==> config.mk <==
export PLATFORM = sky130hd
export DESIGN_NAME = lapedge_filter
export DESIGN_NICKNAME = d
export VERILOG_FILES = /design/src/rtl/assert_macros.svh /design/src/rtl/lapedge_pkg.sv /design/src/rtl/lapedge_filter.sv
export SDC_FILE = /design/constraint.sdc
export NUM_CORES = 1
export LEC_CHECK = 0
export BUFFER_PORTS_ARGS = -buffer_cell sky130_fd_sc_hd__buf_4
export CAP_MARGIN = 0
export CELL_PAD_IN_SITES_DETAIL_PLACEMENT = 1
export CELL_PAD_IN_SITES_GLOBAL_PLACEMENT = 1
export CORE_MARGIN = 1
export CORE_UTILIZATION = 49
export DETAILED_ROUTE_END_ITERATION = 10
export HOLD_SLACK_MARGIN = 0.1
export PLACE_DENSITY = 0.88
export SLEW_MARGIN = 25
export SYNTH_ARGS = -nofsm -noshare
export SYNTH_HDL_FRONTEND = slang
export SYNTH_SLANG_ARGS = --single-unit
==> constraint.sdc <==
create_clock -name clk -period 15.6 [get_ports clk]
set_clock_uncertainty 0.2 [all_clocks]
set_input_delay 4.68 -clock clk [delete_from_list [all_inputs] [get_ports clk]]
set_output_delay 4.68 -clock clk [all_outputs]
set_load 0.01 [all_outputs]
==> src/rtl/assert_macros.svh <==
// assertion macros shared by the rtl of the laplacian edge filter
// no dependencies; taken in by `include where a module checks itself
`ifndef ASSERT_MACROS_SVH
`define ASSERT_MACROS_SVH

// property that must hold at every edge out of reset
`define ASSERT_ALWAYS(label, clk, rst_n, expr, msg) \
	label: assert property (@(posedge clk) disable iff (!rst_n) (expr)) \
		else $error(msg);

// same-cycle implication
`define ASSERT_IMPLY(label, clk, rst_n, ante, cons, msg) \
	label: assert property (@(posedge clk) disable iff (!rst_n) (ante) |-> (cons)) \
		else $error(msg);

`endif

==> src/rtl/lapedge_pkg.sv <==
// types and fixed constants of the 3x3 laplacian edge filter
// no dependencies; the top level and its submodules refer to it by scoped names
package lapedge_pkg;

	localparam int WIDTH_W     = 11;
	localparam int HEIGHT_W    = 16;
	localparam int ROW_W       = 17;
	localparam int CFG_INDEX_W = 1;
	localparam int CFG_DATA_W  = 16;

	localparam logic [CFG_INDEX_W-1:0] REG_IMAGE_WIDTH  = 1'b0;
	localparam logic [CFG_INDEX_W-1:0] REG_IMAGE_HEIGHT = 1'b1;

	// op field of an input beat
	localparam logic OP_PIXEL = 1'b0;
	localparam logic OP_DRAIN = 1'b1;

	localparam logic [WIDTH_W-1:0]  WIDTH_RESET  = 11'd640;
	localparam logic [HEIGHT_W-1:0] HEIGHT_RESET = 16'd480;

	localparam logic [7:0] PIX_MAX = 8'd255;

	localparam int FIFO_DEPTH = 4;
	localparam int FIFO_PTR_W = $clog2(FIFO_DEPTH);
	localparam int FIFO_LVL_W = $clog2(FIFO_DEPTH + 1);

	typedef struct packed {
		logic [7:0] red;
		logic [7:0] green;
		logic [7:0] blue;
	} rgb_t;

	// one line store entry: row two above and row above the input row
	typedef struct packed {
		rgb_t upper;
		rgb_t middle;
	} line_word_t;

	// edge replacement and output marks for one window position
	typedef struct packed {
		logic lc;
		logic rc;
		logic ur;
		logic dr;
		logic emit;
		logic last;
	} win_flags_t;

	typedef struct packed {
		rgb_t pix;
		logic last;
	} result_t;

endpackage

==> src/rtl/lapedge_filter.sv <==
// 3x3 window shift register and per-channel laplacian with edge replication
// and clamping; depends on lapedge_pkg
module lapedge_filter (
	input  logic                      clk,
	input  logic                      arst_n,
	input  logic                      accept,
	input  lapedge_pkg::win_flags_t   flags,
	input  lapedge_pkg::rgb_t         top_px,
	input  lapedge_pkg::rgb_t         mid_px,
	input  lapedge_pkg::rgb_t         cur_px,
	output logic [1:0]                inflight,
	output logic                      push,
	output lapedge_pkg::result_t      result
);

	logic                    v_s1;
	logic                    v_s2;
	lapedge_pkg::win_flags_t flags_s1;
	lapedge_pkg::win_flags_t flags_s2;
	lapedge_pkg::rgb_t       win_q [9];

	lapedge_pkg::rgb_t up [3];
	lapedge_pkg::rgb_t md [3];
	lapedge_pkg::rgb_t dn [3];
	logic [23:0]       nb [8];
	logic [23:0]       ctr;
	logic [23:0]       res_bits;

	function automatic logic [7:0] clamp_byte(input logic signed [12:0] d);
		logic [7:0] r;
		if (d[12]) begin
			r = 8'd0;
		end else if (d[11:8] != 4'd0) begin
			r = lapedge_pkg::PIX_MAX;
		end else begin
			r = d[7:0];
		end
		return r;
	endfunction

	always_ff @(posedge clk or negedge arst_n) begin
		if (!arst_n) begin
			v_s1 <= 1'b0;
			v_s2 <= 1'b0;
		end else begin
			v_s1 <= accept;
			v_s2 <= v_s1;
		end
	end

	always_ff @(posedge clk) begin
		if (accept) begin
			flags_s1 <= flags;
		end
		flags_s2 <= flags_s1;
	end

	always_ff @(posedge clk or negedge arst_n) begin
		if (!arst_n) begin
			for (int i = 0; i < 9; i++) begin
				win_q[i] <= '0;
			end
		end else if (v_s1) begin
			for (int r = 0; r < 3; r++) begin
				win_q[r*3]     <= win_q[r*3 + 1];
				win_q[r*3 + 1] <= win_q[r*3 + 2];
			end
			win_q[2] <= top_px;
			win_q[5] <= mid_px;
			win_q[8] <= cur_px;
		end
	end

	// rows and columns past the frame edge fall back to the centre ones
	always_comb begin
		for (int c = 0; c < 3; c++) begin
			md[c] = win_q[3 + c];
			up[c] = flags_s2.ur ? win_q[3 + c] : win_q[c];
			dn[c] = flags_s2.dr ? win_q[3 + c] : win_q[6 + c];
		end
		nb[0] = flags_s2.lc ? up[1] : up[0];
		nb[1] = up[1];
		nb[2] = flags_s2.rc ? up[1] : up[2];
		nb[3] = flags_s2.lc ? md[1] : md[0];
		nb[4] = flags_s2.rc ? md[1] : md[2];
		nb[5] = flags_s2.lc ? dn[1] : dn[0];
		nb[6] = dn[1];
		nb[7] = flags_s2.rc ? dn[1] : dn[2];
		ctr   = md[1];
	end

	always_comb begin
		logic [10:0]        sum;
		logic signed [12:0] diff;
		res_bits = '0;
		for (int ch = 0; ch < 3; ch++) begin
			sum = '0;
			for (int k = 0; k < 8; k++) begin
				sum = sum + 11'(nb[k][ch*8 +: 8]);
			end
			diff = $signed({2'b00, ctr[ch*8 +: 8], 3'b000}) - $signed({2'b00, sum});
			res_bits[ch*8 +: 8] = clamp_byte(diff);
		end
	end

	always_comb begin
		push        = v_s2 && flags_s2.emit;
		result.pix  = lapedge_pkg::rgb_t'(res_bits);
		result.last = flags_s2.last;
		inflight    = 2'(v_s1) + 2'(v_s2);
	end

endmodule

==> Word level (Yosys, flattened, before mapping) <==
Index checks and enable logic that the tools add are counted.
{ "word_totals": {"reg_bits": 230, "inputBits": 81, "out_inout_bits": 28, "elab_cells": 88} }
{ "op_classes": {"n_addsub": 25, "n_mux": 18, "n_reduce_logical": 4} }
{ "op_table": {"columns": ["cell", "count"], "rows": [
  ["24-bit 2-to-1 mux", 12],
  ["11-bit by 8-bit adder with 11-bit output", 12],
  ["8-bit 2-to-1 mux", 6],
  ["11-bit by 11-bit subtractor with 12-bit output", 3],
  ["10-bit by 8-bit adder with 11-bit output", 3],
  ["9-bit by 8-bit adder with 10-bit output", 3],
  ["8-bit by 8-bit adder with 9-bit output", 3],
  ["4-bit nonzero test", 3],
  ["1-bit by 1-bit adder with 2-bit output", 1],
  ["1-bit logical AND", 1]
]} }

==> Longest topological paths before layout <==
{ "depth": {"ltp_word": 13, "depth_mapped": 22, "depth_no_buf": 19} }

==> Worst setup path before layout <==
Ideal clock, no wire load.
{ "synth_path": {"kind": "register to output", "from": "register flags_s2[3] in the netlist's numbering", "to": "output port result[1] in the netlist's numbering", "arrival_ns": 5.236, "required_ns": 10.720, "slack_ns": 5.484, "path_stages_with_launch": 22, "n_path_buf": 3, "path_cell_list": "dfxtp_1 > clkbuf_1 > buf_2 > buf_2 > mux2i_1 > nor2_1 > a21oi_1 > fa_1 > inv_1 > fa_1 > inv_1 > fa_1 > inv_1 > fa_1 > inv_1 > ha_1 > a21oi_2 > a21oi_1 > or4_4 > a21oi_4 > xor2_2 > a31oi_1"} }
{ "synth_lines": {"columns": ["item", "line", "rtl"], "rows": [
  ["from (decl)", "lapedge_filter.sv:19", "lapedge_pkg::win_flags_t flags_s2;"],
  ["from (signal assigned)", "lapedge_filter.sv:55", "flags_s2 <= flags_s1;"],
  ["to (decl)", "lapedge_filter.sv:13", "output lapedge_pkg::result_t result"]
]} }

==> run summary <==
Status = completed
Hpwl dp = 28.9 mm
Critical Path RT = 10.72 ns
Iter 0 DRT Violations = 408
Post-Syn Nets = 1876
Max-cap violations = 0
Fillers = 3721
Remaining DRCs = 0
Yosys top cell by area = dfrtp_1
Min-Delay Path Class = reg2reg
Setup CP Type = reg2out
Post-CTS Hold Fix Bufs = 0
CP max FO = 62
Syn Inst Count = 1578
RSZ-0062 raised after global routing = false
Average size of a mapped cell = 11.0 um2
Finished Cell Area = 19500 um2
CTS root buf = clkbuf_16
First-pass GRT wire length = 68.3 mm
Setup_tns = 0 ns
Storage cell area = 5770 um2
CP delay by family, top = adder cells
Synthesis Warnings = 0
Worst-Margin Slew = 1.08 ns
Worst skew pair latency = 0.55 ns
Bufs on Longest Clock Path = 3
Post-synth EDFFs = 6
Most frequent cell after synthesis = mux2_2
RePlAce Congestion = 0.820
Setup-failing EPs final = 0
Grt total ovfl = 0
Critical Path End Type = output port
Clock tree from TritonCTS = yes
Crit-path max cell delay = 0.83 ns
Yosys reg bits = 230
Slew Limit Fails = 0
Post-route minimum period = 11.58 ns
# IOs = 109
Ys async rst share = 94.8%
ANT cells = 0
Dpl cell area = 18600 um2
Area growth from synthesis to layout = 12.2%
Core footprint = 34800 um2
WL/cell = 19.0 um
Multi-input logic area = 10400 um2
Site Rows = 68
Max Fclk = 86.4 MHz
Sum of buffers and inverters on the critical path = 4
Die Wd = 191 um
Die area = 36300 um2
Sequential area share after synthesis = 33.0%
Final Cycle Share = 74.2%
Dpl cells = 2075
Synth cell count leaders = mux2_2, inv_1, dfrtp_1
Synth Flop Type = dfrtp_1
Via count = 11675
Final WL = 40.3 mm
Vias/cell = 5.50
Clk slew on worst S/H paths = 0.06 ns
Post-Synthesis Cell Area = 17400 um2
Vias in the first global route = 13475
Final ANT Viol Nets = 0
Post-synth top area share = 31.3%
Most common cell on crit path = fa_1
Max-slew headroom = 28.3%
Non-Filler Instances = 2124
Largest net degree at the start of global routing = 90
Post-CTS setup buffers = 0
Endpoints failing hold = 0
Main area contributors after synthesis = dfrtp_1, fa_1, mux2_2, mux2i_1, inv_1
CP max stage cell = buf_4
GRT Util Overall = 23.5%
Critical path launch point type = register
First-pass DRT Iterations = 4
Share of cells above drive strength 1 = 27.3%
Initial antenna violation count = 0
Die H = 191 um
Crit path DAT = 6.70 ns
Critical-path cell list = buf_4 -> mux2_2 -> a21oi_1 -> fa_1 -> fa_1 -> inv_1 -> fa_1 -> fa_1 -> inv_1 -> ha_1 -> and2_1 -> nor2b_1 -> a211o_1 -> or3_1 -> a21oi_2 -> a31oi_1 -> buf_4
Port Buffers = 108
CTS resizes = 0
Initial Util = 50.0%
H-tree Lvls = 1
Final-stage net count = 1947
Yosys cell types = 47
TritonCTS Sinks = 230
CTS Buf Count = 27
==> sequential cells by signal, indices dropped and copies added (netlist names) <==
name	flops
v_s2	1
v_s1	1
result	1
win_q	144
flags_s2	5
ctr	24
md	48
flags_s1	6
==> worst paths after layout <==
kind	start	end	slack, ns	cells past startpoint
setup / recovery	flags_s2[3]$_DFF_P_	result[5]	4.02	17
hold reg to reg	flags_s1[4]$_DFFE_PP_	flags_s2[4]$_DFF_P_	0.14	0
setup reg to reg	v_s1$_DFF_PN0_	ctr[11]$_DFFE_PN0P_	12.85	2
min in group asynchronous	arst_n	md[8]$_DFFE_PN0P_	3.92	1
hold / removal	flags_s1[4]$_DFFE_PP_	flags_s2[4]$_DFF_P_	0.14	0
max in group asynchronous	arst_n	v_s1$_DFF_PN0_	9.78	2
==> logic make-up after synthesis <==
group / Yosys count / share of synthesized area [%]
compound gates: 208 / 6.88
xor+xnor: 27 / 1.40
fa+ha+maj: 217 / 22.4
buf+inv: 320 / 7.01
flops: 230 / 33.0
mux: 398 / 24.9
simple gates: 178 / 4.33
==> stage by stage <==
stage          setup slack, ns  hold slack (ns)  util (%)
2_1_floorplan             5.48            0.123         -
3_3_place_gp              4.73            0.124      53.4
3_5_place_dp              4.62            0.128      53.4
4_1_cts                   3.98            0.143      56.1
5_1_grt                   3.58            0.151      56.1
6_report                  4.02            0.140      56.1
==> layout make-up <==
cell class | instances | area share [%]
Multi-Input combinational cell | 1028 | 53.4
Inverter | 246 | 4.73
Clock buffer | 38 | 4.08
Sequential cell | 230 | 29.6
Timing Repair Buffer | 116 | 4.53
Clock inverter | 11 | 0.762
Tap cell | 455 | 2.91
==> layer usage <==
layer | global-route usage (%) | part of all wire [%]
met1 | 28.5 | 41
met2 | 43.0 | 53
met3 | 3.81 | 4.0
met4 | 5.85 | 2.1
met5 | 0 | 0
==> placed cells by master, fill, tap and decap left out, drive strengths merged, types with 2 or more instances in the layout <==
cell	count
dfrtp	218
o22ai	2
a211o	4
clkbuf	38
nand3	5
edfxtp	6
xor2	11
inv	247
ha	58
buf	116
clkinvlp	3
nor3	3
nand4	2
and2	2
o21a	13
bufinv	3
a211oi	8
a31oi	9
a21oi	109
a21boi	3
nand2	48
o21ai	45
or3	5
fa	159
mux2i	118
mux2	280
or2	2
nor2	96
a21o	2
xnor2	16
clkinv	4
dfxtp	6
nand2b	3
nor2b	9
o211ai	8
Power is left out: the tool's default activity adds up to more than one toggle a clock period on the data nets, which glitch-free logic cannot reach.
