### config.mk
export PLATFORM = sky130hd
export DESIGN_NAME = lapedge_out_fifo_flat
export DESIGN_NICKNAME = d
export VERILOG_FILES = /design/src/rtl/lapedge_pkg.sv /design/src/rtl/lapedge_out_if.sv /design/src/rtl/lapedge_out_fifo.sv /design/src/flat_wrapper.sv
export VERILOG_INCLUDE_DIRS = /design/src /design/src/rtl
export SDC_FILE = /design/constraint.sdc
export NUM_CORES = 1
export LEC_CHECK = 0
export ABC_AREA = 1
export BUFFER_PORTS_ARGS = -buffer_cell sky130_fd_sc_hd__buf_2
export CAP_MARGIN = 20
export CORE_UTILIZATION = 40
export CTS_BUF_LIST = sky130_fd_sc_hd__clkbuf_16
export CTS_CLUSTER_DIAMETER = 80
export CTS_CLUSTER_SIZE = 20
export DETAILED_ROUTE_END_ITERATION = 7
export MAX_ROUTING_LAYER = met4
export PLACE_DENSITY = 0.59
export SLEW_MARGIN = 20
export SYNTH_ARGS = -nofsm -noshare
export SYNTH_HDL_FRONTEND = slang
export SYNTH_SLANG_ARGS = --single-unit
### constraint.sdc
create_clock -name clk -period 2.8 [get_ports clk]
set_input_delay 0.56 -clock clk [delete_from_list [all_inputs] [get_ports clk]]
set_output_delay 0.56 -clock clk [all_outputs]
set_load 0.02 [all_outputs]
### src/rtl/assert_macros.svh
// assertion macros shared by the rtl of the laplacian edge filter
// no dependencies; taken in by `include where a module checks itself
`ifndef ASSERT_MACROS_SVH
`define ASSERT_MACROS_SVH

// property that must hold at every edge out of reset
`define ASSERT_ALWAYS(label, clk, rst_n, expr, msg) \
	label: assert property (@(posedge clk) disable iff (!rst_n) (expr)) \
		else $error(msg);

// same-cycle implication
`define ASSERT_IMPLY(label, clk, rst_n, ante, cons, msg) \
	label: assert property (@(posedge clk) disable iff (!rst_n) (ante) |-> (cons)) \
		else $error(msg);

`endif

### src/rtl/lapedge_pkg.sv
// types and fixed constants of the 3x3 laplacian edge filter
// no dependencies; the top level and its submodules refer to it by scoped names
package lapedge_pkg;

	localparam int WIDTH_W     = 11;
	localparam int HEIGHT_W    = 16;
	localparam int ROW_W       = 17;
	localparam int CFG_INDEX_W = 1;
	localparam int CFG_DATA_W  = 16;

	localparam logic [CFG_INDEX_W-1:0] REG_IMAGE_WIDTH  = 1'b0;
	localparam logic [CFG_INDEX_W-1:0] REG_IMAGE_HEIGHT = 1'b1;

	// op field of an input beat
	localparam logic OP_PIXEL = 1'b0;
	localparam logic OP_DRAIN = 1'b1;

	localparam logic [WIDTH_W-1:0]  WIDTH_RESET  = 11'd640;
	localparam logic [HEIGHT_W-1:0] HEIGHT_RESET = 16'd480;

	localparam logic [7:0] PIX_MAX = 8'd255;

	localparam int FIFO_DEPTH = 4;
	localparam int FIFO_PTR_W = $clog2(FIFO_DEPTH);
	localparam int FIFO_LVL_W = $clog2(FIFO_DEPTH + 1);

	typedef struct packed {
		logic [7:0] red;
		logic [7:0] green;
		logic [7:0] blue;
	} rgb_t;

	// one line store entry: row two above and row above the input row
	typedef struct packed {
		rgb_t upper;
		rgb_t middle;
	} line_word_t;

	// edge replacement and output marks for one window position
	typedef struct packed {
		logic lc;
		logic rc;
		logic ur;
		logic dr;
		logic emit;
		logic last;
	} win_flags_t;

	typedef struct packed {
		rgb_t pix;
		logic last;
	} result_t;

endpackage

### src/rtl/lapedge_out_if.sv
// result channel: valid/ready with the filtered pixel and the frame-end mark
// no dependencies
interface lapedge_out_if;
	logic       valid;
	logic       ready;
	logic [7:0] out_red;
	logic [7:0] out_green;
	logic [7:0] out_blue;
	logic       last_of_frame;

	modport source (output valid, output out_red, output out_green,
		output out_blue, output last_of_frame, input ready);
	modport sink (input valid, input out_red, input out_green,
		input out_blue, input last_of_frame, output ready);
endinterface

### src/rtl/lapedge_out_fifo.sv
// result queue in front of the output channel; decouples the fixed-latency
// pipeline from receiver stalls; depends on lapedge_pkg, lapedge_out_if, assert_macros.svh
`include "assert_macros.svh"

module lapedge_out_fifo (
	input  logic                                clk,
	input  logic                                arst_n,
	input  logic                                push,
	input  lapedge_pkg::result_t                push_data,
	output logic [lapedge_pkg::FIFO_LVL_W-1:0]  level,
	lapedge_out_if.source                       pix_out
);

	localparam int PW = lapedge_pkg::FIFO_PTR_W;
	localparam int LW = lapedge_pkg::FIFO_LVL_W;

	lapedge_pkg::result_t entries [lapedge_pkg::FIFO_DEPTH];

	logic [PW-1:0] wr_ptr_q;
	logic [PW-1:0] rd_ptr_q;
	logic [LW-1:0] count_q;
	logic          pop;
	lapedge_pkg::result_t head;

	always_comb begin
		head                  = entries[rd_ptr_q];
		pix_out.valid         = (count_q != '0);
		pix_out.out_red       = head.pix.red;
		pix_out.out_green     = head.pix.green;
		pix_out.out_blue      = head.pix.blue;
		pix_out.last_of_frame = head.last;
		pop                   = pix_out.valid && pix_out.ready;
		level                 = count_q;
	end

	always_ff @(posedge clk) begin
		if (push) begin
			entries[wr_ptr_q] <= push_data;
		end
	end

	always_ff @(posedge clk or negedge arst_n) begin
		if (!arst_n) begin
			wr_ptr_q <= '0;
			rd_ptr_q <= '0;
			count_q  <= '0;
		end else begin
			if (push) begin
				wr_ptr_q <= wr_ptr_q + PW'(1);
			end
			if (pop) begin
				rd_ptr_q <= rd_ptr_q + PW'(1);
			end
			count_q <= count_q + LW'(push) - LW'(pop);
		end
	end

	`ASSERT_IMPLY(a_no_overflow, clk, arst_n, push && !pop, count_q < LW'(lapedge_pkg::FIFO_DEPTH), "result beat pushed into a full queue")
	`ASSERT_ALWAYS(a_ptr_level, clk, arst_n, (wr_ptr_q - rd_ptr_q) == count_q[PW-1:0], "queue pointers disagree with fill level")

endmodule

### src/flat_wrapper.sv
// flat-port wrapper written by rule: the top's interface ports become plain ports
module lapedge_out_fifo_flat 
  (clk, arst_n, push, push_data, level, pix_out_valid, pix_out_out_red, pix_out_out_green, pix_out_out_blue, pix_out_last_of_frame, pix_out_ready);
  lapedge_out_if pix_out_i ();
  input  logic clk;
  input  logic arst_n;
  input  logic push;
  input  lapedge_pkg::result_t push_data;
  output logic [lapedge_pkg::FIFO_LVL_W-1:0] level;
  output wire logic [$bits(pix_out_i.valid)-1:0] pix_out_valid;
  output wire logic [$bits(pix_out_i.out_red)-1:0] pix_out_out_red;
  output wire logic [$bits(pix_out_i.out_green)-1:0] pix_out_out_green;
  output wire logic [$bits(pix_out_i.out_blue)-1:0] pix_out_out_blue;
  output wire logic [$bits(pix_out_i.last_of_frame)-1:0] pix_out_last_of_frame;
  input wire logic [$bits(pix_out_i.ready)-1:0] pix_out_ready;
  assign pix_out_valid = pix_out_i.valid;
  assign pix_out_out_red = pix_out_i.out_red;
  assign pix_out_out_green = pix_out_i.out_green;
  assign pix_out_out_blue = pix_out_i.out_blue;
  assign pix_out_last_of_frame = pix_out_i.last_of_frame;
  assign pix_out_i.ready = pix_out_ready;
  lapedge_out_fifo u_core (.clk(clk), .arst_n(arst_n), .push(push), .push_data(push_data), .level(level), .pix_out(pix_out_i));
endmodule
After elaboration in Yosys (flattened, before gate mapping) --
Memory sizes are Yosys's and may differ from the RTL's. Cells that the tools add are included.
Operators by class: $add $sub $neg 4, muxes and demuxes 2, reduce and logical (&&, ||, !) cells 2
Operator list (count):
- adder 2 x 1 -> 2 bit, second input constant | 2
- adder 3 x 1 -> 3 bit | 1
- nonzero test 3 bit | 1
- subtractor 3 x 1 -> 3 bit | 1
- two-way mux 1 bit | 2
- logical AND 1 bit | 1
Storage, ports and cells: register bits 7, memory bits (writable) 100, input port bits 29, output and inout port bits 29, word-level logic and storage cells 12, memories 1
Memory list:
- u_core.entries | depth 4, bits a word 25, read ports 1, clocked after memory_dff 0, write ports 1, RTL line lapedge_out_fifo.sv:17 | lapedge_pkg::result_t entries [lapedge_pkg::FIFO_DEPTH];

Longest topological paths before layout --
depth after elaboration 3, gate-level depth with buffers 11, depth with buffers taken out 11

Worst setup path after synthesis --
Ideal clock, no wire load.
path type flip-flop to flip-flop, from register u_core.count_q[1], in the netlist u_core.level[1], to register u_core.count_q[2], in the netlist u_core.level[2], library setup time 0.117 ns, arrival 2.053 ns, path slack 0.630 ns, cell stages (with the launch flop) 12, path buffers 0, path through dfrtp_1 -> nor2_1 -> nand2_1 -> nand2_1 -> inv_1 -> ha_1 -> inv_1 -> ha_1 -> fa_1 -> xor2_1 -> nand2_1 -> nand2_1
On the way: longest elaborated chain between the ends 3, elaborated cells on any way between the ends 4
RTL lines:
- start: declaration | RTL line lapedge_out_fifo.sv:21 | logic [LW-1:0] count_q;
- start signal: assignment | RTL line lapedge_out_fifo.sv:54 | count_q <= count_q + LW'(push) - LW'(pop);
- nonzero test 3 bit | RTL line lapedge_out_fifo.sv:27 | pix_out.valid = (count_q != '0);
- named net pix_out_valid | RTL line flat_wrapper.sv:10 | output wire logic [$bits(pix_out_i.valid)-1:0] pix_out_valid;
- logical AND 1 bit | RTL line lapedge_out_fifo.sv:32 | pop = pix_out.valid && pix_out.ready;
- named net u_core.pop | RTL line lapedge_out_fifo.sv:22 | logic pop;
- subtractor 3 x 1 -> 3 bit | RTL line lapedge_out_fifo.sv:54
The timed path passes the listed nets, and every way through them passes these cells. A chain may end at the register's enable or synchronous reset.

Final worst setup path --
from register u_core.rd_ptr_q[0], to output pix_out_out_red[2]
On the way: longest elaborated chain between the ends 1
RTL lines:
- start: declaration | RTL line lapedge_out_fifo.sv:20 | logic [PW-1:0] rd_ptr_q;
- start signal: assignment | RTL line lapedge_out_fifo.sv:52 | rd_ptr_q <= rd_ptr_q + PW'(1);
- memory (4 x 25 bit)
- end: declaration | RTL line flat_wrapper.sv:11 | output wire logic [$bits(pix_out_i.out_red)-1:0] pix_out_out_red;
No other way between the ends.

==> summary.md <==
| Metric | Value |
|---|---|
| Die width | 106.4 um |
| Die Ht | 106.4 um |
| Final setup margin | 0.3579 ns |
| Achievable Freq | 409.5 MHz |
| Kind of critical path | register to output port |
| Cts bufs inserted | 9 |
| # Post-CTS Setup Buffers | 0 |
| Warnings, synthesis | 0 |
| Slew margin rel. | 63.35% |
| DRC | 0 |
| Final WL | ~7500 um |
| Power per cell area | approximately 1100 nW/um2 |
| Ant. Diodes | 0 |
| Routed WL per cell | 13.21 um |
| Pleak | 0.002152 uW |
| Clock skew | 0.006634 ns |
| Max Root-Sink Buffers | 2 |
| Sequential area share after synthesis | between 70% and 80% |
| Type of origin of the critical path | register |
| DP Worst Slack | 0.7012 ns |
| Max FO, Critical Path | 39 |
| Final period utilization | 87.22% |
| Slowest cell on crit path | dfrtp_2 |
| Total Routing Usage GR | 14.99% |
| Met1 usage | 19.47% |
| Worst EP arrival | 1.88 ns |
| Share of layout cells above drive strength 1 | 19.59% |
| Pin count of the biggest net entering global routing | 40 |
| Final setup fails | 0 |
| Clk root buf | clkbuf_16 |
| Unrepaired setup endpoints after global routing | false |
| Peak supply drop | 477.5 uV |
| Placed Cells | 554 |
| Crit path time final | 2.442 ns |
| H-tree lvl count | 3 |
| CP Cell Sequence | buf_4, nor2_1, nor2_1, o21ai_1, nand2_1, buf_2 |
| Gr ovfl total | 0 |
| CTS clock-pin slew for the worst setup and hold paths | 0.07 ns |
| Max-cap violation count | 0 |
| Most used routing layer in global routing | met2 |
| Max incr delay on CP | 0.61 ns |
| Sink Count | 107 |
| Drt first pass iters | 5 |
| Syn_nets | 405 |
| Vias in the first global route | 2481 |
| Starting DRC count in detailed routing | 69 |
| Placer Congestion | between 0.7 and 0.8 |
| Initial Util | a little over two fifths |
| First-pass GRT wire length | around 12000 um |
| Area growth syn-to-layout | 17.77% |
| M2 GR Usage | 23.10% |
| TNS Setup | 0 ns |
| HPWL Detailed | 4735 um |
| Later-pin clock latency in the skew report | 0.34 ns |
| Post-cts hold buffer count | 0 |
| CTS tree | done |
| Cell Rows | 37 |
| Core region area | 10460 um2 |
| Net count, final | 465 |
| Vias | 2588 |
| Resize count post-CTS | 0 |
| DR vias/cell | around 4.5 |
| Worst EP required | 2.24 ns |
| Synth Instances | 369 |
| Total power | 5700 uW |
| Synth Register Bits | 107 |
| GRT met3 Usage | 3.004% |
| Port Buffers | 57 |
| Min-Delay Path Class | input pin to async pin |
| Synth cell types | 17 |
| Mapped Area | 4359 um2 |
| Outcome | finished clean |
| Antenna violations before repair | 0 |
| Final Hold Viols | 0 |
| Crit path capture type | output port |
| Io pins | 58 |
| Util after Layout | between 40% and 50% |
| Non-filler cells, final | 570 |
| Post-DRT Antenna Nets | 0 |
| Worst Max-Slew Pin Slew | between 0.5 and 0.6 ns |
| Slew Limit Fails | 0 |
| Mean Syn Cell Area | 11.81 um2 |
| DIE AREA | 11320 um2 |
| Most common cell on crit path | nor2_1 |
[worst max-delay path: cells and delay by family, from the launching register on]
kind	cells	cell delay, ns
buffers and inverters	2	0.58
flip-flops	1	0.61
AND/OR/NAND/NOR	3	0.27
AO/OA/AOI/OAI	1	0.07
[cell type report]
type                       count  area (um2)
multi-input combinational    205       919.6
fill                         965        5329
clock buffer                   9       225.2
timing repair buffer          66       365.4
tap                          136       170.2
inverter                      40       150.1
sequential                   107        3179
clock inverter                 7       123.9
[Yosys cell counts (all sizes together)]
cell | count | share of area (%)
nand2 | 91 | 7.8
nor2 | 51 | 4.4
fa | 1 | 0.46
xnor2 | 1 | 0.20
clkbuf | 5 | 0.46
inv | 40 | 3.4
dfrtp | 7 | 4.0
o21ai | 51 | 5.9
xor2 | 2 | 0.40
nand3 | 2 | 0.23
buf | 12 | 2.1
edfxtp | 100 | 69
ha | 6 | 1.7
[flip-flops by register name (all words and copies together), names as in the netlist]
signal and cells:
u_core.entries 100, u_core.level 3, u_core.rd_ptr_q 2, u_core.wr_ptr_q 2
[report_power, final]
part | switching, uW | total (uW) | internal, uW
clock network | 552 | 1430 | 882
logic | 1380 | 2030 | 643
registers | 137 | 2240 | 2100
total | 2070 | 5700 | 3630
[final timing paths]
| kind | start | to | slack (ns) | cells past startpoint |
|---|---|---|---|---|
| setup / recovery | u_core.rd_ptr_q[0] | pix_out_out_red[2] | 0.36 | 6 |
| hold / removal | arst_n | u_core.level[1] | 0.04 | 1 |
| setup reg to reg | u_core.level[1] | u_core.level[2] | 0.72 | 11 |
| hold reg to reg | u_core.rd_ptr_q[1] | u_core.rd_ptr_q[1] | 0.49 | 2 |
| max in group asynchronous | arst_n | u_core.rd_ptr_q[0] | 2.59 | 1 |
| min in group clk | push_data[3] | u_core.entries[3][3] | 0.44 | 1 |
[cells by family (layout without fill, tap and decap cells)]
| kind of cell | Yosys count | count (layout) | synth area share [%] |
|---|---|---|---|
| and+or+nand+nor | 144 | 144 | 12.46 |
| buffers and inverters | 57 | 122 | 5.999 |
| adders and majority gates | 7 | 7 | 2.181 |
| DFF | 107 | 107 | 72.90 |
| AOI/OAI and AO/OA | 51 | 51 | 5.855 |
| xor gates and xnor gates | 3 | 3 | 0.6029 |
[stage by stage]
stage | area [um2] | hold WS (ns)
2_1_floorplan | 4359 | 0.2644
3_3_place_gp | 4785 | 0.4076
3_5_place_dp | 4785 | 0.4069
4_1_cts | 5134 | 0.04025
5_1_grt | 5134 | 0.03389
6_report | 5134 | 0.04181
[per-layer routing]
| metal | vias to the layer above | wire, um | share of wire, % |
|---|---|---|---|
| li1 | 1335 | - | - |
| met1 | 1184 | 3560 | 47 |
| met2 | 60 | 3574 | 47 |
| met3 | 9 | 283 | 3.8 |
| met4 | 0 | 110 | 1.5 |
| met5 | - | 0 | 0 |
[cell usage in the layout (no fill, tap or decap)]
cell	synthesis	final
bufinv_16	0	3
buf_2	7	57
nor2_1	51	51
edfxtp_1	100	100
nand3_1	2	2
inv_2	2	2
o21ai_0	21	21
xnor2_1	1	1
buf_4	0	8
xor2_1	2	2
buf_12	0	1
fa_1	1	1
clkinvlp_4	0	1
inv_1	38	38
o21ai_1	30	30
dfrtp_1	7	6
ha_1	6	6
nand2_1	91	91
clkbuf_16	0	9
dfrtp_2	0	1
clkinv_4	0	1
inv_6	0	2
Power figures use the tool's default switching activity.
