--- src/rtl/assert_macros.svh ---
// assertion macros shared by the rtl of the laplacian edge filter
// no dependencies; taken in by `include where a module checks itself
`ifndef ASSERT_MACROS_SVH
`define ASSERT_MACROS_SVH

// property that must hold at every edge out of reset
`define ASSERT_ALWAYS(label, clk, rst_n, expr, msg) \
	label: assert property (@(posedge clk) disable iff (!rst_n) (expr)) \
		else $error(msg);

// same-cycle implication
`define ASSERT_IMPLY(label, clk, rst_n, ante, cons, msg) \
	label: assert property (@(posedge clk) disable iff (!rst_n) (ante) |-> (cons)) \
		else $error(msg);

`endif

--- src/rtl/lapedge_pkg.sv ---
// types and fixed constants of the 3x3 laplacian edge filter
// no dependencies; the top level and its submodules refer to it by scoped names
package lapedge_pkg;

	localparam int WIDTH_W     = 11;
	localparam int HEIGHT_W    = 16;
	localparam int ROW_W       = 17;
	localparam int CFG_INDEX_W = 1;
	localparam int CFG_DATA_W  = 16;

	localparam logic [CFG_INDEX_W-1:0] REG_IMAGE_WIDTH  = 1'b0;
	localparam logic [CFG_INDEX_W-1:0] REG_IMAGE_HEIGHT = 1'b1;

	// op field of an input beat
	localparam logic OP_PIXEL = 1'b0;
	localparam logic OP_DRAIN = 1'b1;

	localparam logic [WIDTH_W-1:0]  WIDTH_RESET  = 11'd640;
	localparam logic [HEIGHT_W-1:0] HEIGHT_RESET = 16'd480;

	localparam logic [7:0] PIX_MAX = 8'd255;

	localparam int FIFO_DEPTH = 4;
	localparam int FIFO_PTR_W = $clog2(FIFO_DEPTH);
	localparam int FIFO_LVL_W = $clog2(FIFO_DEPTH + 1);

	typedef struct packed {
		logic [7:0] red;
		logic [7:0] green;
		logic [7:0] blue;
	} rgb_t;

	// one line store entry: row two above and row above the input row
	typedef struct packed {
		rgb_t upper;
		rgb_t middle;
	} line_word_t;

	// edge replacement and output marks for one window position
	typedef struct packed {
		logic lc;
		logic rc;
		logic ur;
		logic dr;
		logic emit;
		logic last;
	} win_flags_t;

	typedef struct packed {
		rgb_t pix;
		logic last;
	} result_t;

endpackage

--- src/rtl/lapedge_seq.sv ---
// position sequencer: config registers, raster column/row counters and
// per-window edge flags; depends on lapedge_pkg
module lapedge_seq #(
	parameter int MAX_WIDTH = 1024
) (
	input  logic                                 clk,
	input  logic                                 arst_n,
	input  logic                                 cfg_we,
	input  logic [lapedge_pkg::CFG_INDEX_W-1:0]  cfg_index,
	input  logic [lapedge_pkg::CFG_DATA_W-1:0]   cfg_data,
	input  logic                                 accept,
	output logic [$clog2(MAX_WIDTH)-1:0]         addr,
	output lapedge_pkg::win_flags_t              flags
);

	localparam int AW = $clog2(MAX_WIDTH);
	localparam int CW = $clog2(MAX_WIDTH + 1);
	localparam int RW = lapedge_pkg::ROW_W;

	logic [lapedge_pkg::WIDTH_W-1:0]  width_q;
	logic [lapedge_pkg::HEIGHT_W-1:0] height_q;
	logic [AW-1:0]                    col_q;
	logic [RW-1:0]                    row_q;

	logic [CW-1:0] weff;
	logic [CW-1:0] weff_m1;
	logic [lapedge_pkg::HEIGHT_W-1:0] heff;
	logic [RW-1:0] heff_m1;
	logic          wrap0;
	logic [AW-1:0] x;
	logic [RW-1:0] y;
	logic [CW-1:0] x_c;
	logic [CW-1:0] x1;
	logic [CW-1:0] cx;
	logic [RW-1:0] cy;
	logic          have;
	logic [AW-1:0] x_nxt;
	logic [RW-1:0] y_nxt;
	logic          emit;
	logic          last_hit;

	always_comb begin
		if (width_q == '0) begin
			weff = CW'(1);
		end else if (32'(width_q) > 32'(MAX_WIDTH)) begin
			weff = CW'(MAX_WIDTH);
		end else begin
			weff = CW'(width_q);
		end
		weff_m1 = weff - CW'(1);
		heff    = (height_q == '0) ? lapedge_pkg::HEIGHT_W'(1) : height_q;
		heff_m1 = RW'(heff) - RW'(1);
	end

	// a column left beyond a narrowed width wraps to the next row first
	always_comb begin
		wrap0 = (CW'(col_q) >= weff);
		x     = wrap0 ? '0 : col_q;
		y     = wrap0 ? (row_q + RW'(1)) : row_q;
		x_c   = CW'(x);

		// window centre lags the input by one row and one column
		if (x != '0) begin
			cx   = x_c - CW'(1);
			have = (y != '0);
			cy   = y - RW'(1);
		end else begin
			cx   = weff_m1;
			have = (y >= RW'(2));
			cy   = y - RW'(2);
		end

		x1 = x_c + CW'(1);
		if (x1 >= weff) begin
			x_nxt = '0;
			y_nxt = y + RW'(1);
		end else begin
			x_nxt = x1[AW-1:0];
			y_nxt = y;
		end

		emit     = have && (cy < RW'(heff));
		last_hit = (cx == weff_m1) && (cy == heff_m1);
	end

	always_comb begin
		addr       = x;
		flags.lc   = (cx == '0);
		flags.rc   = (cx == weff_m1);
		flags.ur   = (cy == '0);
		flags.dr   = (cy == heff_m1);
		flags.emit = emit;
		flags.last = last_hit;
	end

	always_ff @(posedge clk or negedge arst_n) begin
		if (!arst_n) begin
			width_q  <= lapedge_pkg::WIDTH_RESET;
			height_q <= lapedge_pkg::HEIGHT_RESET;
		end else if (cfg_we) begin
			case (cfg_index)
				lapedge_pkg::REG_IMAGE_WIDTH: begin
					width_q <= cfg_data[lapedge_pkg::WIDTH_W-1:0];
				end
				lapedge_pkg::REG_IMAGE_HEIGHT: begin
					height_q <= cfg_data[lapedge_pkg::HEIGHT_W-1:0];
				end
				default: begin
					width_q <= width_q;
				end
			endcase
		end
	end

	always_ff @(posedge clk or negedge arst_n) begin
		if (!arst_n) begin
			col_q <= '0;
			row_q <= '0;
		end else if (accept) begin
			// the final result of a frame restarts the raster at the origin
			if (emit && last_hit) begin
				col_q <= '0;
				row_q <= '0;
			end else begin
				col_q <= x_nxt;
				row_q <= y_nxt;
			end
		end
	end

endmodule

--- config.mk ---
export PLATFORM = sky130hd
export DESIGN_NAME = lapedge_seq
export DESIGN_NICKNAME = d
export VERILOG_FILES = /design/src/rtl/assert_macros.svh /design/src/rtl/lapedge_pkg.sv /design/src/rtl/lapedge_seq.sv
export SDC_FILE = /design/constraint.sdc
export NUM_CORES = 1
export LEC_CHECK = 0
export BUFFER_PORTS_ARGS = -buffer_cell sky130_fd_sc_hd__buf_2
export CORE_MARGIN = 1.5
export CORE_UTILIZATION = 35
export DETAILED_ROUTE_END_ITERATION = 8
export PLACE_DENSITY = 0.51
export RECOVER_POWER = 50
export REMOVE_ABC_BUFFERS = 1
export SLEW_MARGIN = 5
export SYNTH_ARGS = -nofsm -noshare
export SYNTH_HDL_FRONTEND = slang
export SYNTH_SLANG_ARGS = --single-unit
--- constraint.sdc ---
create_clock -name clk -period 10.2 [get_ports clk]
set_input_delay 0 -clock clk [delete_from_list [all_inputs] [get_ports clk]]
set_output_delay 0 -clock clk [all_outputs]
set_load 0.01 [all_outputs]
=== Word-level counts from Yosys, hierarchy flattened ===
Index checks and enable logic that the tools add are counted.
Widths: inputs -> output; s select.

* Add/sub/neg operators: 8
* $lt $le $gt $ge: 5
* Equal/unequal tests: 2
* Multiplexer cells: 12
* Bitwise gates (word level): 1
* Reduce and logical (&&, ||, !) cells: 11

{| class="wikitable"
|+ Operators with widths
! operator !! count
|-
| $mux 17 || 4
|-
| $add 17x1->17 const B || 2
|-
| $mux 11 || 3
|-
| $mux 10 || 3
|-
| $logic_not 11->1 || 2
|-
| $eq 17x17->1 || 1
|-
| $ge 17x2->1 const B || 1
|-
| $logic_not 17->1 || 1
|-
| $lt 17x16->1 || 1
|-
| $reduce_bool 17->1 || 1
|-
| $sub 16x1->17 const B || 1
|-
| $sub 17x1->17 const B || 1
|-
| $sub 17x2->17 const B || 1
|-
| $logic_not 16->1 || 1
|-
| $mux 16 || 1
|-
| $add 10x1->11 const B || 1
|-
| $eq 11x11->1 || 1
|-
| $ge 10x11->1 || 1
|-
| $ge 11x11->1 || 1
|-
| $gt 11x11->1 const B || 1
|-
| $sub 10x1->11 const B || 1
|-
| $sub 11x1->11 const B || 1
|-
| $reduce_bool 10->1 || 1
|-
| $reduce_and 2->1 || 2
|-
| other kinds (3) || 5
|}

* Bits in registers: 54
* Bits of input ports: 21
* Output and inout port bits: 16
* Logic and storage cells: 43

=== Longest topological paths before layout ===
* Word-level depth: 11
* Depth in mapped cells: 37
* Gate-level depth less buffers: 32

=== Worst setup path after synthesis ===
Ideal clock, no wire load.

* Path kind: register -> register
* Start point: register width_q[5] (netlist name)
* End point: register col_q[0]
* Setup time: 0.132 ns
* Arrival: 6.990 ns
* Required time: 10.068 ns
* Path slack: 3.077 ns
* Stages on the path, launching flop included: 32
* Path buffers: 3
* Period minus slack after synthesis: 7.123 ns
* Cells stage by stage: dfrtp_1 > or4_1 > clkbuf_1 > nor4_1 > nor2_1 > nor2_1 > ha_1 > nor2b_1 > o21ai_0 > a21o_1 > a21oi_1 > clkbuf_1 > nand2_1 > ha_1 > or4b_4 > nor4_4 > mux2i_1 > or2_1 > mux2i_1 > o211ai_1 > nor4_1 > xnor2_1 > ha_1 > a21oi_1 > o22ai_1 > or4_1 > o31ai_1 > o31a_1 > inv_1 > nor3_4 > buf_6 > o22ai_1

* Word-level cells in the longest chain between the ends: 11
* Elaborated cells between the ends (all ways): 27
* Classes of those cells: 5 x add/sub; 5 x order compare; 2 x eq/ne; 9 x mux; 6 x reduce/logical

{| class="wikitable"
|+ Ends and longest elaborated chain
! item !! RTL line !! RTL
|-
| start: declaration || lapedge_seq.sv:20 || <nowiki>logic [lapedge_pkg::WIDTH_W-1:0] width_q;</nowiki>
|-
| start signal: assignment || lapedge_seq.sv:98 || <nowiki>width_q <= lapedge_pkg::WIDTH_RESET;</nowiki>
|-
| start signal: assignment || lapedge_seq.sv:103 || <nowiki>width_q <= cfg_data[lapedge_pkg::WIDTH_W-1:0];</nowiki>
|-
| start signal: assignment || lapedge_seq.sv:109 || <nowiki>width_q <= width_q;</nowiki>
|-
| $gt 11x11->1 || lapedge_seq.sv:45 || <nowiki>end else if (32'(width_q) > 32'(MAX_WIDTH)) begin</nowiki>
|-
| $mux 11 || lapedge_seq.sv:45 ||
|-
| $mux 11 (*) || lapedge_seq.sv:43 || <nowiki>if (width_q == '0) begin</nowiki>
|-
| $ge 10x11->1 (*) || lapedge_seq.sv:57 || <nowiki>wrap0 = (CW'(col_q) >= weff);</nowiki>
|-
| $mux 17 or $mux 10 (tied branches) || lapedge_seq.sv:59, lapedge_seq.sv:58 ||
|-
| $sub 17x2->17 (tied with other cells) || lapedge_seq.sv:70 || <nowiki>cy = y - RW'(2);</nowiki>
|-
| $mux 17 || lapedge_seq.sv:63 || <nowiki>if (x != '0) begin</nowiki>
|-
| $lt 17x16->1 || lapedge_seq.sv:82 || <nowiki>emit = have && (cy < RW'(heff));</nowiki>
|-
| $logic_and 1x1->1 (*) || lapedge_seq.sv:82 ||
|-
| via emit || lapedge_seq.sv:39 || <nowiki>logic emit;</nowiki>
|-
| $logic_and 1x1->1 (*) || lapedge_seq.sv:121 || <nowiki>if (emit && last_hit) begin</nowiki>
|-
| $mux 10 (*) || lapedge_seq.sv:121 ||
|-
| end signal: assignment || lapedge_seq.sv:125 || <nowiki>col_q <= x_nxt;</nowiki>
|-
| end: declaration || lapedge_seq.sv:22 || <nowiki>logic [AW-1:0] col_q;</nowiki>
|}

The timed path passes the listed nets; every way through them passes the cells marked *.
A chain may end at the register's enable or synchronous reset.

=== Final worst setup path ===
* Start point: register width_q[5] (netlist name)
* End point: register row_q[5]

* Word-level cells in the longest chain between the ends: 11
* Elaborated cells between the ends (all ways): 28
* Classes of those cells: 6 x add/sub; 5 x order compare; 2 x eq/ne; 9 x mux; 6 x reduce/logical

{| class="wikitable"
|+ Ends and longest elaborated chain
! item !! RTL line !! RTL
|-
| $gt 11x11->1 || lapedge_seq.sv:45 ||
|-
| $mux 11 || lapedge_seq.sv:45 ||
|-
| $mux 11 (*) || lapedge_seq.sv:43 ||
|-
| $ge 10x11->1 || lapedge_seq.sv:57 ||
|-
| $mux 17 or $mux 10 (tied branches) || lapedge_seq.sv:59, lapedge_seq.sv:58 ||
|-
| $sub 17x2->17 (tied with other cells) || lapedge_seq.sv:70 ||
|-
| $mux 17 or $mux 11 (tied branches) || lapedge_seq.sv:63 ||
|-
| $lt 17x16->1 (tied with other cells) || lapedge_seq.sv:82 ||
|-
| $logic_and 1x1->1 (on tied branches) || lapedge_seq.sv:82, lapedge_seq.sv:83 ||
|-
| $logic_and 1x1->1 || lapedge_seq.sv:121 ||
|-
| $mux 17 (*) || lapedge_seq.sv:121 ||
|-
| end signal: assignment || lapedge_seq.sv:126 || <nowiki>row_q <= y_nxt;</nowiki>
|-
| end: declaration || lapedge_seq.sv:23 || <nowiki>logic [RW-1:0] row_q;</nowiki>
|}

Mark *: on every way between the ends. The rest lies on a longest branch, timed or not.

==> impl_metrics.yaml <==
outcome:
  outcome: "finished with violations"
  violations: "max-capacitance violations, max-slew violations"
worst_setup_path:
  slowest_stage: "nor3_4"
  cp-start-kind: "flop"
  r2r_slack_ns: 1.60
  cpMostUsedCell: "ha_1"
  crit_type: "reg -> reg"
  worstPathRequired_ns: 10.34
  end_kind: "flop"
  max_stage_delay_ns: 0.91
  arrival_ns: 8.73
  crit_fanout: 27
drt:
  drt-wirelength-per-cell_um: 18.09
  drt_iter0_drc: 239
  antenna_left: 0
  via_per_inst: 5.802
  dr.pass1.iters: 5
  route.vias.total: 6063
  route.detailed.drc: 0
  routed_wirelength_mm: 18.90
yosys:
  async_flop_share_pct: 100.0
  syn_inst: 791
  synth-main-ff-cell: "dfrtp_1"
  yosysTopAreaCell: "dfrtp_1"
  postSynthAreaPerCell_um2: 8.089
  yosysTopAreaCellShare_pct: 18.77
  syn_area_mm2: 0.006399
  ys_top_cells_by_area: "dfrtp_1, xnor2_1, ha_1, mux2_2, nand2_1"
  ys_types: 73
  yosys_warnings: 0
  synth_edf_count: 0
  ys_seq_area_share_pct: 21.24
  synth_seq_cells: 54
cts:
  clkSinkCount: 54
  clk_pin_slew_ns: 0.08
  numCtsBuffers: 5
  cts_resized: 0
  clockRootBuffer: "clkbuf_16"
  cts_tree: "yes"
  cts_setup_buffers: 0
  clk_latency_ns: 0.31
  htree_levels: 2
  clockBufferDepth: 2
  ctsHoldBuffers: 17
sta:
  max_freq_ghz: 0.1163
  rsz0062_at_grt: "false"
  period_share_pct: 84.28
  fin_worst_skew_ns: 0.009206
  setup_viol: 0
  fin_crit_ns: 8.597
  hold_violations: 0
  tightest_slew_ns: 3.065
  worst_slack_ns: 1.603
  maxSlewHeadroom_pct: -104.3
  setup_tns_ns: 0
  whs_ns: 0.2069
  finalMaxSlewViolations: 55
finish:
  synthToLayoutAreaGrowth_pct: 10.29
  antenna_cells: 0
  fin_area_mm2: 0.007057
  drive_gt1_share_pct: 12.38
  layout_commonest_cell: "xnor2_1"
  nets: 884
  layout_common_cells: "xnor2_1, nand2_1, nor2_1, ha_1, dfrtp_1"
die:
  die_x_um: 138.2
  ios: 37
  num_rows: 49
  die_height_um: 138.2
  core-area_mm2: 0.01796
  start_util_pct: 35.62
  die_area_mm2: 0.01910
flow_run:
  drv_cap: 1
global_route:
  antenna_found_initial: 0
  grt_overflow: 0
  grt_max_degree: 55
  grt_pass1_wl_mm: 30.94
  first_global_vias: 5890
  grt_usage_pct: 19.73
pwr:
  power_density_mw_per_mm2: 210.9
  p_leak_nw: 2.930
  peakVddDrop_v: 0.0001160
place:
  dpl_worst_slack_ns: 1.625
  dpl_cell_area_mm2: 0.006719
  gp_congestion: 0.8566
  port_buffers: 36
  dpl.hpwl_mm: 14.54
worst_hold_path:
  hold_path_class: "in -> reg"
worst max-delay path: cells and delay by family (launching register included):
kind,cells,cell delay [ns]
buf+inv,1,0.07
xor+xnor,1,0.16
mux,2,0.37
fa+ha+maj,3,0.96
compound gates,9,1.92
flops,1,0.41
simple gates,12,4.52
logic make-up after synthesis:
group,share of synthesized area [%]
simple gates,24.01
compound gates,18.50
xor+xnor,14.76
buf+inv,6.101
flops,21.24
fa+ha+maj,9.386
mux,6.003
per-stage QoR:
step	util (%)	instances	power [mW]
2_1_floorplan	-	744	1.030
3_3_place_gp	37.40	1020	1.258
3_5_place_dp	37.40	1020	1.275
4_1_cts	39.28	1045	1.491
5_1_grt	39.28	1045	1.631
6_report	39.28	1045	1.488
state kept, by name, indices dropped and copies added, names as in the netlist:
name / flops
row_q: 17
width_q: 11
height_q: 16
col_q: 10
cell usage after synthesis, drive strengths merged, types with 4 or more instances:
| master | instances |
|---|---|
| o211ai | 9 |
| nor4 | 13 |
| or2 | 5 |
| o31ai | 7 |
| nand4 | 9 |
| a21o | 4 |
| o22ai | 10 |
| nor3 | 30 |
| clkbuf | 26 |
| o2bb2ai | 15 |
| xnor3 | 5 |
| dfstp | 6 |
| nand3 | 38 |
| xor2 | 23 |
| xnor2 | 72 |
| buf | 21 |
| nor2b | 7 |
| a211oi | 8 |
| dfrtp | 48 |
| mux2i | 8 |
| or4 | 4 |
| o21a | 6 |
| ha | 48 |
| mux2 | 27 |
| a2111oi | 7 |
| inv | 43 |
| and2 | 5 |
| a21oi | 37 |
| a31oi | 7 |
| a221oi | 4 |
| nor2 | 52 |
| nand2b | 5 |
| or3 | 9 |
| nand2 | 71 |
| and3 | 22 |
| o21ai | 38 |
where the power goes:
part | switching [mW] | leakage, nW | internal [mW]
registers | 0.0777 | 0.668 | 0.251
clock network | 0.0866 | 0.0771 | 0.116
logic | 0.540 | 2.18 | 0.416
layer usage:
layer	vias up	global-route usage (%)	wire length, µm
met1	2942	25.59	8475
met4	0	7.091	583
met3	36	2.806	837
met2	171	33.46	9005
met5	-	0	0
li1	2914	-	-
layout make-up:
| cell class | count | area, µm² |
|---|---|---|
| well taps | 229 | 286.5 |
| multi-input cells | 647 | 4656 |
| inverters | 43 | 161.4 |
| flip-flops and latches | 54 | 1359 |
| clock buffers | 6 | 128.9 |
| fillers | 1852 | 10910 |
| repair buffers | 64 | 427.9 |
| clock inverters | 2 | 37.54 |
worst paths after layout:
check                                       start                       to  depth (start not counted)
setup / recovery           width_q[5]$_DFFE_PN0P_     row_q[5]$_DFFE_PN0P_                         28
hold / removal                          cfg_index  width_q[10]$_DFFE_PN0P_                          4
setup reg to reg           width_q[5]$_DFFE_PN0P_     row_q[5]$_DFFE_PN0P_                         28
hold reg to reg             row_q[16]$_DFFE_PN0P_    row_q[16]$_DFFE_PN0P_                          1
max in group asynchronous                  arst_n  height_q[4]$_DFFE_PN0P_                          3
min in group asynchronous                  arst_n    row_q[16]$_DFFE_PN0P_                          3
(Power assumes the default switching activity.)
